<file path="config.mk">
export PLATFORM = sky130hd
export DESIGN_NAME = uart_receiver_parity_skip_core
export DESIGN_NICKNAME = d
export VERILOG_FILES = /design/src/hw/rtl/uartrx_pkg.sv /design/src/hw/rtl/uartrx_frame.sv /design/src/hw/rtl/uartrx_out_fifo.sv /design/src/hw/rtl/uart_receiver_parity_skip_core.sv
export SDC_FILE = /design/constraint.sdc
export NUM_CORES = 1
export LEC_CHECK = 0
export BUFFER_PORTS_ARGS = -buffer_cell sky130_fd_sc_hd__buf_2
export CAP_MARGIN = 10
export CORE_MARGIN = 2
export CORE_UTILIZATION = 45
export CTS_CLUSTER_DIAMETER = 150
export CTS_CLUSTER_SIZE = 12
export DETAILED_ROUTE_END_ITERATION = 10
export GPL_TIMING_DRIVEN = 0
export MAX_ROUTING_LAYER = met4
export PLACE_DENSITY_LB_ADDON = 0.25
export SLEW_MARGIN = 25
export SYNTH_ARGS = -nofsm -noshare
export SYNTH_HDL_FRONTEND = slang
export SYNTH_SLANG_ARGS = --single-unit
export TNS_END_PERCENT = 5
</file>
<file path="constraint.sdc">
create_clock -name clock -period 6.27 [get_ports clock]
set_clock_uncertainty 0.2 [all_clocks]
set_input_delay 0.9405 -clock clock [delete_from_list [all_inputs] [get_ports clock]]
set_output_delay 0.9405 -clock clock [all_outputs]
set_load 0.02 [all_outputs]
</file>
<file path="src/hw/rtl/uartrx_pkg.sv">
// Shared types, constants and helpers for the UART receiver core.
// No dependencies; imported by every module under hw/rtl.
package uartrx_pkg;

   localparam int unsigned CNT_W       = 12;
   localparam int unsigned BYTE_W      = 8;
   localparam int unsigned BITS_W      = 4;
   localparam int unsigned TRAIL_W     = 2;
   localparam int unsigned CSR_IDX_W   = 2;
   localparam int unsigned FIFO_DEPTH  = 3;
   localparam int unsigned FIFO_PTR_W  = 2;
   localparam int unsigned FIFO_CNT_W  = 2;

   localparam logic [BITS_W-1:0]  DATA_BITS        = 4'd8;
   localparam logic [CNT_W-1:0]   RST_FIRST_DELAY  = 12'd156;
   localparam logic [CNT_W-1:0]   RST_BIT_PERIOD   = 12'd104;
   localparam logic [TRAIL_W-1:0] RST_TRAIL_BITS   = 2'd1;

   // CSR register indexes
   localparam logic [CSR_IDX_W-1:0] CSR_FIRST_DELAY = 2'd0;
   localparam logic [CSR_IDX_W-1:0] CSR_BIT_PERIOD  = 2'd1;
   localparam logic [CSR_IDX_W-1:0] CSR_TRAIL_BITS  = 2'd2;

   typedef enum logic [1:0] {
      PHASE_IDLE  = 2'd0,
      PHASE_DATA  = 2'd1,
      PHASE_TRAIL = 2'd2
   } phase_type;

   typedef struct packed {
      logic [CNT_W-1:0]   first_delay;
      logic [CNT_W-1:0]   bit_period;
      logic [TRAIL_W-1:0] trail_bits;
   } cfg_type;

   // A zero count behaves as one tick.
   function automatic logic [CNT_W-1:0] at_least_one(input logic [CNT_W-1:0] v);
      at_least_one = (v == '0) ? CNT_W'(1) : v;
   endfunction

endpackage

</file>
<file path="src/hw/rtl/uartrx_frame.sv">
// Frame sequencer: start-edge detect, bit timing and byte assembly.
// Depends on uartrx_pkg. One registered tick is processed per cycle.
module uartrx_frame import uartrx_pkg::*; (
   input  logic              clock,
   input  logic              reset,
   input  cfg_type           cfg,
   input  logic              tick_valid,
   input  logic              tick_level,
   output logic              byte_valid,
   output logic [BYTE_W-1:0] byte_data
);

   phase_type          phase_ff, phase_in;
   logic               prev_ff, prev_in;
   logic [CNT_W-1:0]   count_ff, count_in;
   logic [BITS_W-1:0]  bits_ff, bits_in;
   logic [BYTE_W-1:0]  shift_ff, shift_in;

   logic [CNT_W-1:0]   count_dec;
   logic [BITS_W-1:0]  bits_inc;
   logic [BYTE_W-1:0]  shift_next;

   assign count_dec  = count_ff - CNT_W'(1);
   assign bits_inc   = bits_ff + BITS_W'(1);
   assign shift_next = {tick_level, shift_ff[BYTE_W-1:1]};

   always_ff @(posedge clock) begin
      if (reset) begin
         phase_ff <= PHASE_IDLE;
         prev_ff  <= 1'b1;
         count_ff <= '0;
         bits_ff  <= '0;
         shift_ff <= '0;
      end else if (tick_valid) begin
         phase_ff <= phase_in;
         prev_ff  <= prev_in;
         count_ff <= count_in;
         bits_ff  <= bits_in;
         shift_ff <= shift_in;
      end
   end

   always_comb begin
      phase_in   = phase_ff;
      prev_in    = tick_level;
      count_in   = count_ff;
      bits_in    = bits_ff;
      shift_in   = shift_ff;
      byte_valid = 1'b0;
      byte_data  = shift_next;
      unique case (phase_ff)
         PHASE_DATA: begin
            count_in = count_dec;
            if (count_dec == '0) begin
               shift_in = shift_next;
               bits_in  = bits_inc;
               if (bits_inc >= DATA_BITS) begin
                  byte_valid = tick_valid;
                  bits_in    = '0;
                  if (cfg.trail_bits == '0) begin
                     phase_in = PHASE_IDLE;
                  end else begin
                     phase_in = PHASE_TRAIL;
                     count_in = at_least_one(cfg.bit_period);
                  end
               end else begin
                  count_in = at_least_one(cfg.bit_period);
               end
            end
         end
         PHASE_TRAIL: begin
            count_in = count_dec;
            if (count_dec == '0) begin
               bits_in = bits_inc;
               if (bits_inc >= BITS_W'(cfg.trail_bits)) begin
                  phase_in = PHASE_IDLE;
                  bits_in  = '0;
               end else begin
                  count_in = at_least_one(cfg.bit_period);
               end
            end
         end
         default: begin
            // idle, and the unused code behaves as idle
            phase_in = PHASE_IDLE;
            if (prev_ff && !tick_level) begin
               phase_in = PHASE_DATA;
               count_in = at_least_one(cfg.first_delay);
               bits_in  = '0;
               shift_in = '0;
            end
         end
      endcase
   end

endmodule

</file>
<file path="src/hw/rtl/uartrx_out_fifo.sv">
// Small result queue between the sequencer and the response channel.
// Depends on uartrx_pkg; register-based, FIFO_DEPTH entries.
module uartrx_out_fifo import uartrx_pkg::*; (
   input  logic              clock,
   input  logic              reset,
   input  logic              push,
   input  logic [BYTE_W-1:0] push_data,
   input  logic              pop,
   output logic              not_empty,
   output logic [BYTE_W-1:0] head_data,
   output logic [FIFO_CNT_W-1:0] count
);

   logic [BYTE_W-1:0]     mem_ff [FIFO_DEPTH];
   logic [FIFO_PTR_W-1:0] wr_ff, wr_in;
   logic [FIFO_PTR_W-1:0] rd_ff, rd_in;
   logic [FIFO_CNT_W-1:0] cnt_ff, cnt_in;
   logic                  do_pop;

   function automatic logic [FIFO_PTR_W-1:0] ptr_next(input logic [FIFO_PTR_W-1:0] p);
      ptr_next = (p == FIFO_PTR_W'(FIFO_DEPTH - 1)) ? '0 : p + FIFO_PTR_W'(1);
   endfunction

   assign not_empty = (cnt_ff != '0);
   assign head_data = mem_ff[rd_ff];
   assign count     = cnt_ff;
   assign do_pop    = pop && not_empty;

   always_comb begin
      wr_in  = push   ? ptr_next(wr_ff) : wr_ff;
      rd_in  = do_pop ? ptr_next(rd_ff) : rd_ff;
      cnt_in = cnt_ff + FIFO_CNT_W'(push) - FIFO_CNT_W'(do_pop);
   end

   always_ff @(posedge clock) begin
      if (reset) begin
         wr_ff  <= '0;
         rd_ff  <= '0;
         cnt_ff <= '0;
      end else begin
         wr_ff  <= wr_in;
         rd_ff  <= rd_in;
         cnt_ff <= cnt_in;
      end
   end

   always_ff @(posedge clock) begin
      if (push) begin
         mem_ff[wr_ff] <= push_data;
      end
   end

endmodule

</file>
<file path="src/hw/rtl/uart_receiver_parity_skip_core.sv">
// UART receiver core, 8 data bits, trailing bits skipped: top level.
// Depends on uartrx_pkg, uartrx_frame and uartrx_out_fifo.
//
// One request is one tick of the sampled receive line (tdata bit 0) and the
// core takes one request per clock cycle while req_tready is high. Each
// request is registered, then the frame sequencer handles it in the next
// cycle: a falling edge while idle starts a frame, data bit 0 is sampled
// first_sample_delay ticks after the edge tick and later bits bit_period
// ticks apart (a value of 0 acts as 1). The byte goes out on the tick of the
// eighth sample, LSB first received in bit 0; then trailing_bits further bits
// (0..3) are sampled and dropped. Stop and parity bits are never checked.
// rsp_tvalid rises once the sequencer has written the byte into the queue.
// Bytes wait in a three-entry queue, so req_tready stays high as long as
// rsp_tready is not held low across two or more whole bytes; it drops only
// when the queue plus the tick in flight could overflow.
// CSR writes (index 0 first_sample_delay, 1 bit_period, 2 trailing_bits;
// other indexes ignored) are always accepted; the two delays take effect at
// the next countdown load, trailing_bits at the next sample that tests it.
module uart_receiver_parity_skip_core import uartrx_pkg::*; (
   input  logic                 clock,
   input  logic                 reset,
   // request channel
   input  logic                 req_tvalid,
   output logic                 req_tready,
   input  logic [7:0]           req_tdata,   // [0] line_level, [7:1] zero
   // response channel
   output logic                 rsp_tvalid,
   input  logic                 rsp_tready,
   output logic [BYTE_W-1:0]    rsp_tdata,   // [7:0] received_byte
   // register write channel
   input  logic                 csr_valid,
   output logic                 csr_ready,
   input  logic [CSR_IDX_W-1:0] csr_index,
   input  logic [CNT_W-1:0]     csr_data
);

   cfg_type cfg_ff, cfg_in;

   // input register
   logic in_valid_ff, in_valid_in;
   logic in_level_ff;

   logic                  byte_valid;
   logic [BYTE_W-1:0]     byte_data;
   logic [FIFO_CNT_W-1:0] fifo_count;
   logic                  req_fire;

   assign csr_ready = 1'b1;

   always_comb begin
      cfg_in = cfg_ff;
      if (csr_valid) begin
         unique case (csr_index)
            CSR_FIRST_DELAY: cfg_in.first_delay = csr_data;
            CSR_BIT_PERIOD:  cfg_in.bit_period  = csr_data;
            CSR_TRAIL_BITS:  cfg_in.trail_bits  = csr_data[TRAIL_W-1:0];
            default:         cfg_in = cfg_ff;
         endcase
      end
   end

   always_ff @(posedge clock) begin
      if (reset) begin
         cfg_ff.first_delay <= RST_FIRST_DELAY;
         cfg_ff.bit_period  <= RST_BIT_PERIOD;
         cfg_ff.trail_bits  <= RST_TRAIL_BITS;
      end else begin
         cfg_ff <= cfg_in;
      end
   end

   // Room check: queued bytes plus the tick in flight plus this one.
   assign req_tready  = ({1'b0, fifo_count} + {2'b00, in_valid_ff})
                        < 3'(FIFO_DEPTH);
   assign req_fire    = req_tvalid && req_tready;
   assign in_valid_in = req_fire;

   always_ff @(posedge clock) begin
      if (reset) begin
         in_valid_ff <= 1'b0;
      end else begin
         in_valid_ff <= in_valid_in;
      end
   end

   always_ff @(posedge clock) begin
      if (req_fire) begin
         in_level_ff <= req_tdata[0];
      end
   end

   uartrx_frame u_frame (
      .clock      (clock),
      .reset      (reset),
      .cfg        (cfg_ff),
      .tick_valid (in_valid_ff),
      .tick_level (in_level_ff),
      .byte_valid (byte_valid),
      .byte_data  (byte_data)
   );

   uartrx_out_fifo u_out_fifo (
      .clock     (clock),
      .reset     (reset),
      .push      (byte_valid),
      .push_data (byte_data),
      .pop       (rsp_tready),
      .not_empty (rsp_tvalid),
      .head_data (rsp_tdata),
      .count     (fifo_count)
   );

endmodule
</file>
==> impl_metrics.py <==
metrics = {
    "global_routing": {
        "grt_pass1_wl_um": 16000,
        "grt.total_usage_pct": 21.4,
        "busiest_layer": "met2",
        "use_met3_pct": 3.87,
        "grt_max_degree": 17,
        "antenna_found_initial": 0,
        "use_met1_pct": 30.2,
        "first_global_vias": 3156,
        "overflow": 0,
        "use_met2_pct": 32.0,
    },
    "power": {
        "power.leakage_nw": 1.69,
        "vdd_drop_max_uv": 159,
        "powerDensity_nw_per_um2": 266,
    },
    "layout": {
        "antenna_cells": 0,
        "fin_nets": 516,
        "fillers": 843,
        "final_util_pct": 52.1,
        "finalNonFillerCells": 591,
        "layout-drive-gt1-share_pct": 13.0,
        "syn_to_final_growth_pct": 12.8,
    },
    "sta": {
        "tns_ps": 0,
        "maxSlewViolCount": 0,
        "slew_headroom_pct": 53.1,
        "whs_ps": 272,
        "finalCritPeriodShare_pct": 52.2,
        "setup_viol": 0,
        "max_freq_ghz": 0.305,
        "period_minus_slack_ps": 3280,
        "worst_pin_slew_ps": 698,
        "rsz0062_at_grt": "no",
        "finalHoldViolCount": 0,
    },
    "routing": {
        "drc": 0,
        "routed_wl_um": 9590,
        "drt_iter0_drc": 243,
        "drtPass1Iterations": 5,
        "ant_nets": 0,
        "dr_total_vias": 3336,
        "viasPerCell": 5.64,
        "post_drt_wl_per_cell_um": 16.2,
    },
    "floorplanning": {
        "dieArea_um2": 9680,
        "core_region_area_um2": 8680,
        "fp.dieH_um": 98.4,
        "rows": 34,
        "io-pin-count": 38,
        "dieWidth_um": 98.4,
        "initial_utilization_pct": 46.2,
    },
    "logic_synthesis": {
        "synth_top_area_share_pct": 30.5,
        "postSynth.asyncResetShare_pct": 0,
        "synth.avg_cell_area_um2": 9.15,
        "syn_inst": 438,
        "synth_ff_type": "dfxtp_1",
        "synth-edff-count": 25,
        "yosysMostFrequentCell": "nand2_1",
        "yosysUniqueCellTypes": 59,
        "yosys_warnings": 0,
        "seq_area_frac_synth_pct": 49.2,
        "synth-seq-cells": 86,
        "synth_common_cells": "nand2_1 (78), dfxtp_1 (61), a21oi_1 (37)",
        "syn-num-nets": 476,
        "yosys-top-cells-area": "dfxtp_1 (30%), edfxtp_1 (19%), nand2_1 (7.3%), a21oi_1 (4.6%), ha_1 (3.4%)",
        "synth_area_um2": 4010,
        "synth_top_cell_by_area": "dfxtp_1",
    },
    "cts": {
        "clk_latency_ps": 350,
        "cts_root_buf": "clkbuf_8",
        "cts-resized-gates": 0,
        "htree_levels": 3,
        "path_clk_slew_ps": 90,
        "cts_buffers": 9,
        "cts_hold_buf": 0,
        "clock_path_buffers": 2,
        "post_cts_buffers": 0,
        "cts.sinks": 86,
        "tritoncts": "built",
    },
    "worst_setup_path": {
        "reg2reg_depth": 9,
        "worstSetupEndpoint": "u_out_fifo.mem_ff[1][0]$_DFFE_PP_",
        "worstPathRequired_ps": 6090,
        "startpoint_type": "register",
        "worstPathArrival_ps": 3100,
        "r2r-start": "u_frame.count_ff[0]$_SDFFE_PP0P_",
        "end_kind": "register",
        "crit_path_max_fanout": 8,
        "reg2reg_to": "u_out_fifo.mem_ff[1][0]$_DFFE_PP_",
        "worstSetupPathType": "register to register",
        "critPathLaunch": "u_frame.count_ff[0]$_SDFFE_PP0P_",
        "rrSetupSlack_ps": 2990,
    },
    "run": {
        "drv_cap": 0,
    },
    "placement": {
        "placedCellCount": 575,
        "gp_congestion": 0.921,
        "place_hpwl_um": 7000,
        "portBuffers": 29,
    },
    "worst_hold_path": {
        "min_delay_path_depth": 2,
        "hold_path_class": "register to register",
        "hp-start": "cfg_ff[20]$_SDFFE_PP0P_",
    },
    "status": {
        "outcome": "finished clean",
    },
}
[report_power, final]
part           total (W)  internal, W  switching (W)
Sequential      0.000601     0.000584      0.0000162
Clock           0.000439     0.000230       0.000209
Combinational   0.000161    0.0000639      0.0000972
[worst max-delay path: stages (launching register included)]
cell and delay, ps:
dfxtp_1 480, inv_1 80, ha_1 270, xnor2_1 230, nand3_1 100, nor2_1 230, o2111ai_2 200, or3_4 450
or3b_4 400, inv_1 300
[state kept, by name, summed over array words and instances, names as in the netlist, 4 cells and up, named ones only]
register           count
cfg_ff                26
u_frame.bits_ff        4
u_frame.count_ff      12
u_frame.shift_ff       7
u_out_fifo.mem_ff     24
[kinds of logic after synthesis]
kind of cell,synth area share [%]
fa+ha+maj,3.43
flops,49.2
other cells,0.0936
buf+inv,3.84
xor+xnor,3.06
simple gates,20.8
mux,2.75
compound gates,16.9
[metal layers]
metal / part of all wire (%) / vias to the layer above / routed length (µm)
met4: 1.1 / 0 / 104
met2: 44 / 101 / 4220
met3: 6.0 / 9 / 580
met1: 49 / 1579 / 4690
met5: 0 / - / 0
li1: - / 1647 / -
[cells in the final DEF (no fill, tap or decap), types with 12 or more instances in the layout]
cell,netlist,final
clkbuf_1,16,16
nand3_1,12,12
a21oi_1,37,37
dfxtp_1,61,61
nand2_1,78,78
nor2_1,26,26
buf_2,2,31
a22oi_1,12,12
o21ai_0,23,23
edfxtp_1,25,25
inv_1,17,17
[per-stage QoR]
stage | worst slack, ps | total power [W] | cell area, µm²
after global routing | 2760 | 0.00125 | 4520
after global placement | 2610 | 0.000769 | 4290
final | 2990 | 0.00120 | 4520
after floorplan | 3210 | 0.000726 | 4010
after detailed placement | 3010 | 0.000772 | 4290
after CTS | 2990 | 0.00120 | 4520
[worst min-delay path by stage]
stage	slack (ps)	endpoint
2_1_floorplan	240	cfg_ff[2]$_SDFFE_PP0P_
3_3_place_gp	250	u_frame.prev_ff$_SDFFE_PP1P_
3_5_place_dp	260	cfg_ff[20]$_SDFFE_PP0P_
4_1_cts	270	cfg_ff[20]$_SDFFE_PP0P_
5_1_grt	300	cfg_ff[24]$_SDFFE_PP0P_
6_report	270	cfg_ff[20]$_SDFFE_PP0P_
[area by class of cell]
cell class	count	area (µm²)	area share (%)
Clock inverter	7	103	2.27
Sequential cell	86	1970	43.6
Inverter	18	67.6	1.50
Clock buffer	9	124	2.74
Tap cell	108	135	2.99
Buffer	21	86.3	1.91
Multi-Input combinational cell	313	1890	41.7
Timing Repair Buffer	29	145	3.21
Power figures use the tool's default switching activity.
